--- src/hdl/pps_pkg.sv ---
// Shared types and constants of the preemptive priority scheduler.
package pps_pkg;

    // Kind of an input transaction, carried on s_axis_tuser
    typedef enum logic
    {
        ACT_LOAD = 1'b0,
        ACT_TICK = 1'b1
    } action_t;

    // Fixed field widths of the stream payloads
    localparam int SLOT_FW     = 3;
    localparam int TIME_FW     = 16;
    localparam int PRIO_W      = 8;
    localparam int IN_TDATA_W  = 48;
    localparam int OUT_TDATA_W = 56;

endpackage

--- src/hdl/pps_task_store.sv ---
// Task slot table: one write port, one registered read port, per-slot loaded bits.
module pps_task_store #(
    parameter int NUM_SLOTS  = 8,
    parameter int TIME_WIDTH = 16
) (
    input  logic                            clk,
    input  logic                            rst_n,
    input  logic                            wr_en,
    input  logic [$clog2(NUM_SLOTS)-1:0]    wr_addr,
    input  logic [TIME_WIDTH-1:0]           wr_arrival,
    input  logic [TIME_WIDTH-1:0]           wr_burst,
    input  logic [TIME_WIDTH-1:0]           wr_remaining,
    input  logic [pps_pkg::PRIO_W-1:0]      wr_priority,
    input  logic [$clog2(NUM_SLOTS)-1:0]    rd_addr,
    output logic                            rd_loaded,
    output logic [TIME_WIDTH-1:0]           rd_arrival,
    output logic [TIME_WIDTH-1:0]           rd_burst,
    output logic [TIME_WIDTH-1:0]           rd_remaining,
    output logic [pps_pkg::PRIO_W-1:0]      rd_priority
);
    import pps_pkg::*;

    localparam int ENTRY_W  = 3 * TIME_WIDTH + PRIO_W;

    logic [ENTRY_W-1:0]   mem [NUM_SLOTS];
    logic [NUM_SLOTS-1:0] loaded_reg;
    logic [ENTRY_W-1:0]   rd_data_reg;
    logic                 rd_loaded_reg;

    // Loaded bits: an unloaded slot reads as empty
    always_ff @(posedge clk or negedge rst_n)
    begin
        if (!rst_n)
        begin
            loaded_reg    <= '0;
            rd_loaded_reg <= 1'b0;
        end
        else
        begin
            if (wr_en)
            begin
                loaded_reg[wr_addr] <= 1'b1;
            end
            rd_loaded_reg <= loaded_reg[rd_addr];
        end
    end

    always_ff @(posedge clk)
    begin
        if (wr_en)
        begin
            mem[wr_addr] <= {wr_priority, wr_remaining, wr_burst, wr_arrival};
        end
        rd_data_reg <= mem[rd_addr];
    end

    assign rd_loaded    = rd_loaded_reg;
    assign rd_arrival   = rd_data_reg[TIME_WIDTH-1:0];
    assign rd_burst     = rd_data_reg[2*TIME_WIDTH-1:TIME_WIDTH];
    assign rd_remaining = rd_data_reg[3*TIME_WIDTH-1:2*TIME_WIDTH];
    assign rd_priority  = rd_data_reg[ENTRY_W-1:3*TIME_WIDTH];

endmodule

--- src/hdl/preemptive_priority_scheduler.sv ---
// Top level of the preemptive priority scheduler: sequencer, slot scan and result register.
//
// Usage:
//   Input stream (s_axis_*): one transaction is either a load or a tick, chosen by
//   s_axis_tuser. A load writes one task slot (arrival, burst, priority) and arms it
//   with its full burst; loads to slots at or above NUM_SLOTS are dropped. A tick
//   picks the arrived, unfinished slot with the smallest priority value (ties go to
//   the lowest slot), runs it for one time unit, then advances the time counter,
//   which saturates at its maximum.
//   Output stream (m_axis_*): one result per tick, none per load. The result tells
//   whether a slot ran, which one, and on completion its completion, turnaround and
//   waiting times.
// Timing:
//   A load is written to the slot table as it is accepted. A tick runs from acceptance
//   through the scan to the result register: the scan reads one slot per cycle through
//   the single read port of the slot table and one shared comparator, followed by
//   the slot update and two subtract steps. The block accepts one transaction at a
//   time and is not ready while a tick is in progress.
// Reset clears the time counter, marks every slot empty and empties the result
// register. When the receiver stalls, the result is held; a finished tick waits in
// its last step until the result register frees up, and no transaction is taken meanwhile.
module preemptive_priority_scheduler #(
    parameter int NUM_SLOTS  = 8,
    parameter int TIME_WIDTH = 16
) (
    input  logic                                clk,
    input  logic                                rst_n,
    input  logic                                s_axis_tvalid,
    output logic                                s_axis_tready,
    // [2:0] slot, [18:3] arrival, [34:19] burst, [42:35] priority_req, [47:43] zero
    input  logic [pps_pkg::IN_TDATA_W-1:0]      s_axis_tdata,
    // [0] action
    input  logic                                s_axis_tuser,
    output logic                                m_axis_tvalid,
    input  logic                                m_axis_tready,
    // [0] ran, [3:1] run_slot, [4] finished, [20:5] completion_time,
    // [36:21] turnaround, [52:37] waiting, [55:53] zero
    output logic [pps_pkg::OUT_TDATA_W-1:0]     m_axis_tdata
);
    import pps_pkg::*;

    localparam int SLOT_W = $clog2(NUM_SLOTS);
    localparam int CNT_W  = $clog2(NUM_SLOTS + 1);

    typedef enum logic [2:0]
    {
        S_IDLE,
        S_SCAN,
        S_UPD,
        S_TAT,
        S_WT,
        S_DONE
    } state_t;

    state_t                 state_reg, state_next;
    logic [CNT_W-1:0]       cnt_reg, cnt_next;
    logic                   found_reg, found_next;
    logic [TIME_WIDTH-1:0]  now_reg, now_next;
    logic                   out_valid_reg, out_valid_next;

    // Best candidate of the scan and the result pipeline
    logic [SLOT_W-1:0]      best_idx_reg;
    logic [PRIO_W-1:0]      best_prio_reg;
    logic [TIME_WIDTH-1:0]  best_arrival_reg;
    logic [TIME_WIDTH-1:0]  best_burst_reg;
    logic [TIME_WIDTH-1:0]  best_rem_reg;
    logic                   fin_reg;
    logic [TIME_WIDTH-1:0]  ct_reg;
    logic [TIME_WIDTH-1:0]  tat_reg;
    logic [TIME_WIDTH-1:0]  wt_reg;

    logic                   out_ran_reg;
    logic [SLOT_FW-1:0]     out_slot_reg;
    logic                   out_fin_reg;
    logic [TIME_FW-1:0]     out_ct_reg;
    logic [TIME_FW-1:0]     out_tat_reg;
    logic [TIME_FW-1:0]     out_wt_reg;

    // Input fields
    logic [SLOT_FW-1:0]     in_slot;
    logic [TIME_FW-1:0]     in_arrival;
    logic [TIME_FW-1:0]     in_burst;
    logic [PRIO_W-1:0]      in_priority;
    logic                   in_fire;
    logic                   load_fire;
    logic                   tick_fire;
    logic                   slot_ok;

    // Slot table ports
    logic                   wr_en;
    logic [SLOT_W-1:0]      wr_addr;
    logic [TIME_WIDTH-1:0]  wr_arrival;
    logic [TIME_WIDTH-1:0]  wr_burst;
    logic [TIME_WIDTH-1:0]  wr_remaining;
    logic [PRIO_W-1:0]      wr_priority;
    logic [SLOT_W-1:0]      rd_addr;
    logic                   rd_loaded;
    logic [TIME_WIDTH-1:0]  rd_arrival;
    logic [TIME_WIDTH-1:0]  rd_burst;
    logic [TIME_WIDTH-1:0]  rd_remaining;
    logic [PRIO_W-1:0]      rd_priority;

    // Scan and update helpers
    logic                   cmp_en;
    logic [SLOT_W-1:0]      cmp_idx;
    logic                   better;
    logic [TIME_WIDTH-1:0]  rem_dec;
    logic [TIME_WIDTH-1:0]  now_inc;
    logic                   load_out;

    assign in_slot     = s_axis_tdata[2:0];
    assign in_arrival  = s_axis_tdata[18:3];
    assign in_burst    = s_axis_tdata[34:19];
    assign in_priority = s_axis_tdata[42:35];

    assign s_axis_tready = (state_reg == S_IDLE);
    assign in_fire       = s_axis_tvalid && s_axis_tready;
    assign load_fire     = in_fire && (action_t'(s_axis_tuser) == ACT_LOAD);
    assign tick_fire     = in_fire && (action_t'(s_axis_tuser) == ACT_TICK);
    assign slot_ok       = (32'(in_slot) < 32'(NUM_SLOTS));

    // Compare the slot read in the previous cycle against the best so far
    assign cmp_en  = (state_reg == S_SCAN) && (cnt_reg != '0);
    assign cmp_idx = SLOT_W'(cnt_reg - CNT_W'(1));
    assign better  = cmp_en && rd_loaded && (rd_arrival <= now_reg)
                     && (rd_remaining != '0)
                     && (!found_reg || (rd_priority < best_prio_reg));

    assign rd_addr = (cnt_reg < CNT_W'(NUM_SLOTS)) ? SLOT_W'(cnt_reg) : '0;

    assign rem_dec = best_rem_reg - TIME_WIDTH'(1);
    assign now_inc = (now_reg == '1) ? now_reg : now_reg + TIME_WIDTH'(1);

    assign load_out = (state_reg == S_DONE) && (!out_valid_reg || m_axis_tready);

    // Write port: loads in idle, the run slot's countdown after a scan
    always_comb
    begin
        if (state_reg == S_UPD)
        begin
            wr_en        = found_reg;
            wr_addr      = best_idx_reg;
            wr_arrival   = best_arrival_reg;
            wr_burst     = best_burst_reg;
            wr_remaining = rem_dec;
            wr_priority  = best_prio_reg;
        end
        else
        begin
            wr_en        = load_fire && slot_ok;
            wr_addr      = SLOT_W'(in_slot);
            wr_arrival   = TIME_WIDTH'(in_arrival);
            wr_burst     = TIME_WIDTH'(in_burst);
            wr_remaining = TIME_WIDTH'(in_burst);
            wr_priority  = in_priority;
        end
    end

    pps_task_store #(
        .NUM_SLOTS  (NUM_SLOTS),
        .TIME_WIDTH (TIME_WIDTH)
    ) u_store (
        .clk          (clk),
        .rst_n        (rst_n),
        .wr_en        (wr_en),
        .wr_addr      (wr_addr),
        .wr_arrival   (wr_arrival),
        .wr_burst     (wr_burst),
        .wr_remaining (wr_remaining),
        .wr_priority  (wr_priority),
        .rd_addr      (rd_addr),
        .rd_loaded    (rd_loaded),
        .rd_arrival   (rd_arrival),
        .rd_burst     (rd_burst),
        .rd_remaining (rd_remaining),
        .rd_priority  (rd_priority)
    );

    // Sequencer next state
    always_comb
    begin
        state_next     = state_reg;
        cnt_next       = cnt_reg;
        found_next     = found_reg;
        now_next       = now_reg;
        out_valid_next = out_valid_reg;

        if (out_valid_reg && m_axis_tready)
        begin
            out_valid_next = 1'b0;
        end

        if (better)
        begin
            found_next = 1'b1;
        end

        unique case (state_reg)
            S_IDLE:
            begin
                if (tick_fire)
                begin
                    state_next = S_SCAN;
                    cnt_next   = '0;
                    found_next = 1'b0;
                end
            end
            S_SCAN:
            begin
                // Issue one read per cycle; the last compare lands as the count ends
                if (cnt_reg == CNT_W'(NUM_SLOTS))
                begin
                    state_next = S_UPD;
                end
                else
                begin
                    cnt_next = cnt_reg + CNT_W'(1);
                end
            end
            S_UPD:
            begin
                now_next   = now_inc;
                state_next = S_TAT;
            end
            S_TAT:
            begin
                state_next = S_WT;
            end
            S_WT:
            begin
                state_next = S_DONE;
            end
            S_DONE:
            begin
                if (load_out)
                begin
                    out_valid_next = 1'b1;
                    state_next     = S_IDLE;
                end
            end
            default:
            begin
                state_next = S_IDLE;
            end
        endcase
    end

    always_ff @(posedge clk or negedge rst_n)
    begin
        if (!rst_n)
        begin
            state_reg     <= S_IDLE;
            cnt_reg       <= '0;
            found_reg     <= 1'b0;
            now_reg       <= '0;
            out_valid_reg <= 1'b0;
        end
        else
        begin
            state_reg     <= state_next;
            cnt_reg       <= cnt_next;
            found_reg     <= found_next;
            now_reg       <= now_next;
            out_valid_reg <= out_valid_next;
        end
    end

    // Datapath: one compare or subtract per step
    always_ff @(posedge clk)
    begin
        if (better)
        begin
            best_idx_reg     <= cmp_idx;
            best_prio_reg    <= rd_priority;
            best_arrival_reg <= rd_arrival;
            best_burst_reg   <= rd_burst;
            best_rem_reg     <= rd_remaining;
        end
        if (state_reg == S_UPD)
        begin
            fin_reg <= found_reg && (rem_dec == '0);
            ct_reg  <= now_inc;
        end
        if (state_reg == S_TAT)
        begin
            tat_reg <= ct_reg - best_arrival_reg;
        end
        if (state_reg == S_WT)
        begin
            // Floor at zero once the saturated clock stops moving
            wt_reg <= (tat_reg >= best_burst_reg) ? tat_reg - best_burst_reg : '0;
        end
        if (load_out)
        begin
            out_ran_reg  <= found_reg;
            out_slot_reg <= found_reg ? SLOT_FW'(best_idx_reg) : '0;
            out_fin_reg  <= fin_reg;
            out_ct_reg   <= fin_reg ? TIME_FW'(ct_reg) : '0;
            out_tat_reg  <= fin_reg ? TIME_FW'(tat_reg) : '0;
            out_wt_reg   <= fin_reg ? TIME_FW'(wt_reg) : '0;
        end
    end

    assign m_axis_tvalid = out_valid_reg;
    assign m_axis_tdata  = {3'b000, out_wt_reg, out_tat_reg, out_ct_reg,
                            out_fin_reg, out_slot_reg, out_ran_reg};

    // A finished result always reports a slot that ran
    a_fin_implies_ran: assert property (@(posedge clk) disable iff (!rst_n)
        m_axis_tvalid |-> (!m_axis_tdata[4] || m_axis_tdata[0]))
        else $error("finished result without a running slot");

    // The time counter never moves backward
    a_now_monotonic: assert property (@(posedge clk) disable iff (!rst_n)
        1'b1 |=> (now_reg >= $past(now_reg)))
        else $error("time counter went backward");

    // The slot table is written only by a load or by the post-scan update
    a_write_phase: assert property (@(posedge clk) disable iff (!rst_n)
        wr_en |-> ((state_reg == S_IDLE) || (state_reg == S_UPD)))
        else $error("slot table written outside load or update");

    // Waiting time never exceeds turnaround on a finished tick
    a_wait_le_tat: assert property (@(posedge clk) disable iff (!rst_n)
        ((state_reg == S_DONE) && fin_reg) |-> (wt_reg <= tat_reg))
        else $error("waiting time exceeds turnaround");

endmodule
--- config.mk ---
export PLATFORM = sky130hd
export DESIGN_NAME = preemptive_priority_scheduler
export DESIGN_NICKNAME = d
export VERILOG_FILES = /design/src/hdl/pps_pkg.sv /design/src/hdl/pps_task_store.sv /design/src/hdl/preemptive_priority_scheduler.sv
export SDC_FILE = /design/constraint.sdc
export NUM_CORES = 1
export LEC_CHECK = 0
export ABC_AREA = 1
export BUFFER_PORTS_ARGS = -buffer_cell sky130_fd_sc_hd__buf_4
export CAP_MARGIN = 0
export CORE_ASPECT_RATIO = 0.8
export CORE_MARGIN = 5
export CORE_UTILIZATION = 55
export CTS_CLUSTER_SIZE = 16
export DETAILED_ROUTE_END_ITERATION = 8
export PLACE_DENSITY = 0.86
export SYNTH_ARGS = -nofsm -noshare
export SYNTH_HDL_FRONTEND = slang
export SYNTH_SLANG_ARGS = --single-unit
--- constraint.sdc ---
create_clock -name clk -period 4.1 [get_ports clk]
set_input_delay 0.41 -clock clk [delete_from_list [all_inputs] [get_ports clk]]
set_output_delay 0.41 -clock clk [all_outputs]
set_load 0.02 [all_outputs]
==> run summary <==
post-synthesis register bit count: 699
Leak: 12.5 nW
PortBufs: 102
Num Clock Sinks: 699
Crit Path Class: flip-flop to flip-flop
share of post-route cells with drive strength above 1: 10.8%
Worst EP required: 4400 ps
status: finished clean
crit start category: flip-flop
CTS tree: built
Tcrit/Tclk final: 71.5%
post-DR vias/cell: 5.92
vias in the first global route: 19,300
top post-synthesis cells by count: edfxtp_1, nand2_1, inv_1, o21ai_0, nor2_1
nets@finish: 2,620
Core Region: 52,300 um^2
Clk Latency, worst-skew pair: 630 ps
Setup Skew: 17.6 ps
Unique masters post-synth: 44
Final Instance Area: 32,700 um^2
Synth Area in Compound Gates: 12.5%
Area contributors post-synth: edfxtp_1, nand2_1, dfxtp_1
DRT Pass-1 Iters: 6
EDFF count, synth: 609
total grt overflow: 0
Die ar.: 57,400 um^2
Mean Syn Cell Area: 12.0 um^2
xor and xnor area share after synthesis: 1.09%
Detail Placement HPWL: 40.2 mm
Period minus WS final: 2930 ps
cts bufs inserted: 61
I/O pin count: 111
Hold-fix buffers, CTS: 1
worst path cell trace: nor3_4, inv_2, o21ai_0, nand2_1, nor2_4, buf_4
Fin. Hold Viols: 0
Site Rows: 75
area leader, netlist: edfxtp_1
clk slew on worst S/H paths: 60 ps
post_cts resized: 0
initial core utilization: 55.4%
ant diodes: 0
Via Count: 19,300
slowest library cell on the worst path: nor2_4
Post-Synthesis Cells: 2,413
Die H: 215 um
Overall Global Routing Usage: 23.5%
routed length per instance: 21.1 um
final setup vio count: 0
placed inst area: 30,600 um^2
Crit. End Element: flip-flop
setup bufs post-CTS: 0
Buf/Inv on CP: 2
largest net degree at the start of global routing: 65
largest family of logic cells by synthesized area: compound AO/OA/AOI/OAI gates
max incr delay on CP: 740 ps
yosys warns: 0
crit-path max FO: 19
pwr/cell area: 702 nW/um^2
DIE WIDTH: 267 um
initial antenna violation count: 0
synthesized cell area: 29,000 um^2
sequential share of the synthesized area: 69.9%
Max Root-Sink Buffers: 3
Final Slew Violations: 0
Post-Route WL: 68.7 mm
# DRC: 0
setup TNS: 0 ps
count leader, synth: edfxtp_1
Primary FF master, synth: edfxtp_1
arrival time at the worst endpoint: 3230 ps
max-cap violations: 0
Root Buffer: clkbuf_16
final estimated routing congestion in global placement: 0.901
max FFs per register: 448
multiplexer area fraction after synthesis: 0%
Relative slew margins: 30.8%
Synth Area in Simple Gates: 8.51%
Final ANT Viol Nets: 0
RSZ-0062 raised after global routing: no
DR iter-0 viols: 2,399
worst-margin pin slew: 1030 ps
synthesis-to-layout area growth: 12.8%
H-tree Lvls: 2
global-route wire length before repair: 106 mm
FMAX: 0.341 GHz
Crit path max-delay family: simple AND/OR/NAND/NOR gates
VDD IR max: 0.000418 V
Async SR Flop Fraction: 4.86%
HP Class: input port to flip-flop
post-synth top area share: 63.1%
adder-cell share of the synthesized area: 2.69%
==> power breakdown <==
group	switching, mW	internal, mW
logic	5.03	2.33
registers	0.601	9.22
clock network	2.53	3.22
==> metrics by stage <==
step / std cells / hold WS [ps] / total power [mW] / util [%] / setup WS [ps]
6_report: 3252 / 97.2 / 22.9 / 62.5 / 1170
5_1_grt: 3252 / 109 / 24.1 / 62.5 / 1040
4_1_cts: 3252 / 80.0 / 22.8 / 62.5 / 1230
3_5_place_dp: 3135 / 389 / 17.0 / 58.6 / 1250
3_3_place_gp: 3135 / 388 / 16.6 / 58.6 / 1340
2_1_floorplan: 2415 / 114 / 14.8 / - / 54.8
==> cells by family (layout without fill, tap and decap cells) <==
logic type | count (synthesis) | after routing
DFF | 699 | 699
AOI/OAI and AO/OA | 626 | 626
and+or+nand+nor | 609 | 609
buffers and inverters | 381 | 525
adders and majority gates | 61 | 61
xor gates and xnor gates | 36 | 36
other | 1 | 3
==> worst min-delay path: stages <==
cell and delay [ps]:
buf_4 80, nor2_1 60, inv_1 70, nand2_1 50
==> placed cells by master (no fill, tap or decap), types with 11 or more instances in the layout <==
cell and count:
nand2_1 340, dfrtp_1 32, nand4_1 11, xnor2_1 11, clkbuf_16 63, edfxtp_1 609
o21ai_1 45, clkbuf_1 12, buf_4 132, o21a_1 60, a31oi_1 59, nor3_1 14
nand3_1 32, o21ai_0 219, dfxtp_1 56, o221ai_1 57, nor2_4 13, xor2_1 25
inv_1 256, nor2_1 180, buf_12 12, ha_1 59, clkinv_2 17, a21oi_1 166
==> per-layer routing <==
| layer | routed length, um | vias up | global-route usage (%) | share of wire, % |
|---|---|---|---|---|
| li1 | - | 8714 | - | - |
| met1 | 26400 | 9242 | 31.9 | 38 |
| met2 | 33200 | 1115 | 38.7 | 48 |
| met3 | 6810 | 192 | 4.16 | 9.9 |
| met4 | 2230 | 0 | 8.16 | 3.2 |
| met5 | 0 | - | 0 | 0 |
==> final timing paths <==
path	endpoint	cells past startpoint	slack [ps]	startpoint
min in group asynchronous	now_reg[15]	2	290	rst_n
worst max-delay path	u_store.mem[1][7]	6	1170	state_reg[0]
worst min-delay path	m_axis_tvalid	4	100	m_axis_tready
max in group asynchronous	cnt_reg[0]	2	3410	rst_n
worst min register to register	best_burst_reg[14]	0	400	u_store.rd_data_reg[30]
worst max register to register	u_store.mem[1][7]	6	1170	state_reg[0]
==> layout make-up <==
cell class              count  area (um^2)
flip-flops and latches    699        20300
repair buffers            145         1240
clock buffers              83         1730
clock inverters            33          288
well taps                 693          867
inverters                 264          996
fillers                  3666        19600
multi-input cells        1335         7280
(Power assumes the default switching activity.)
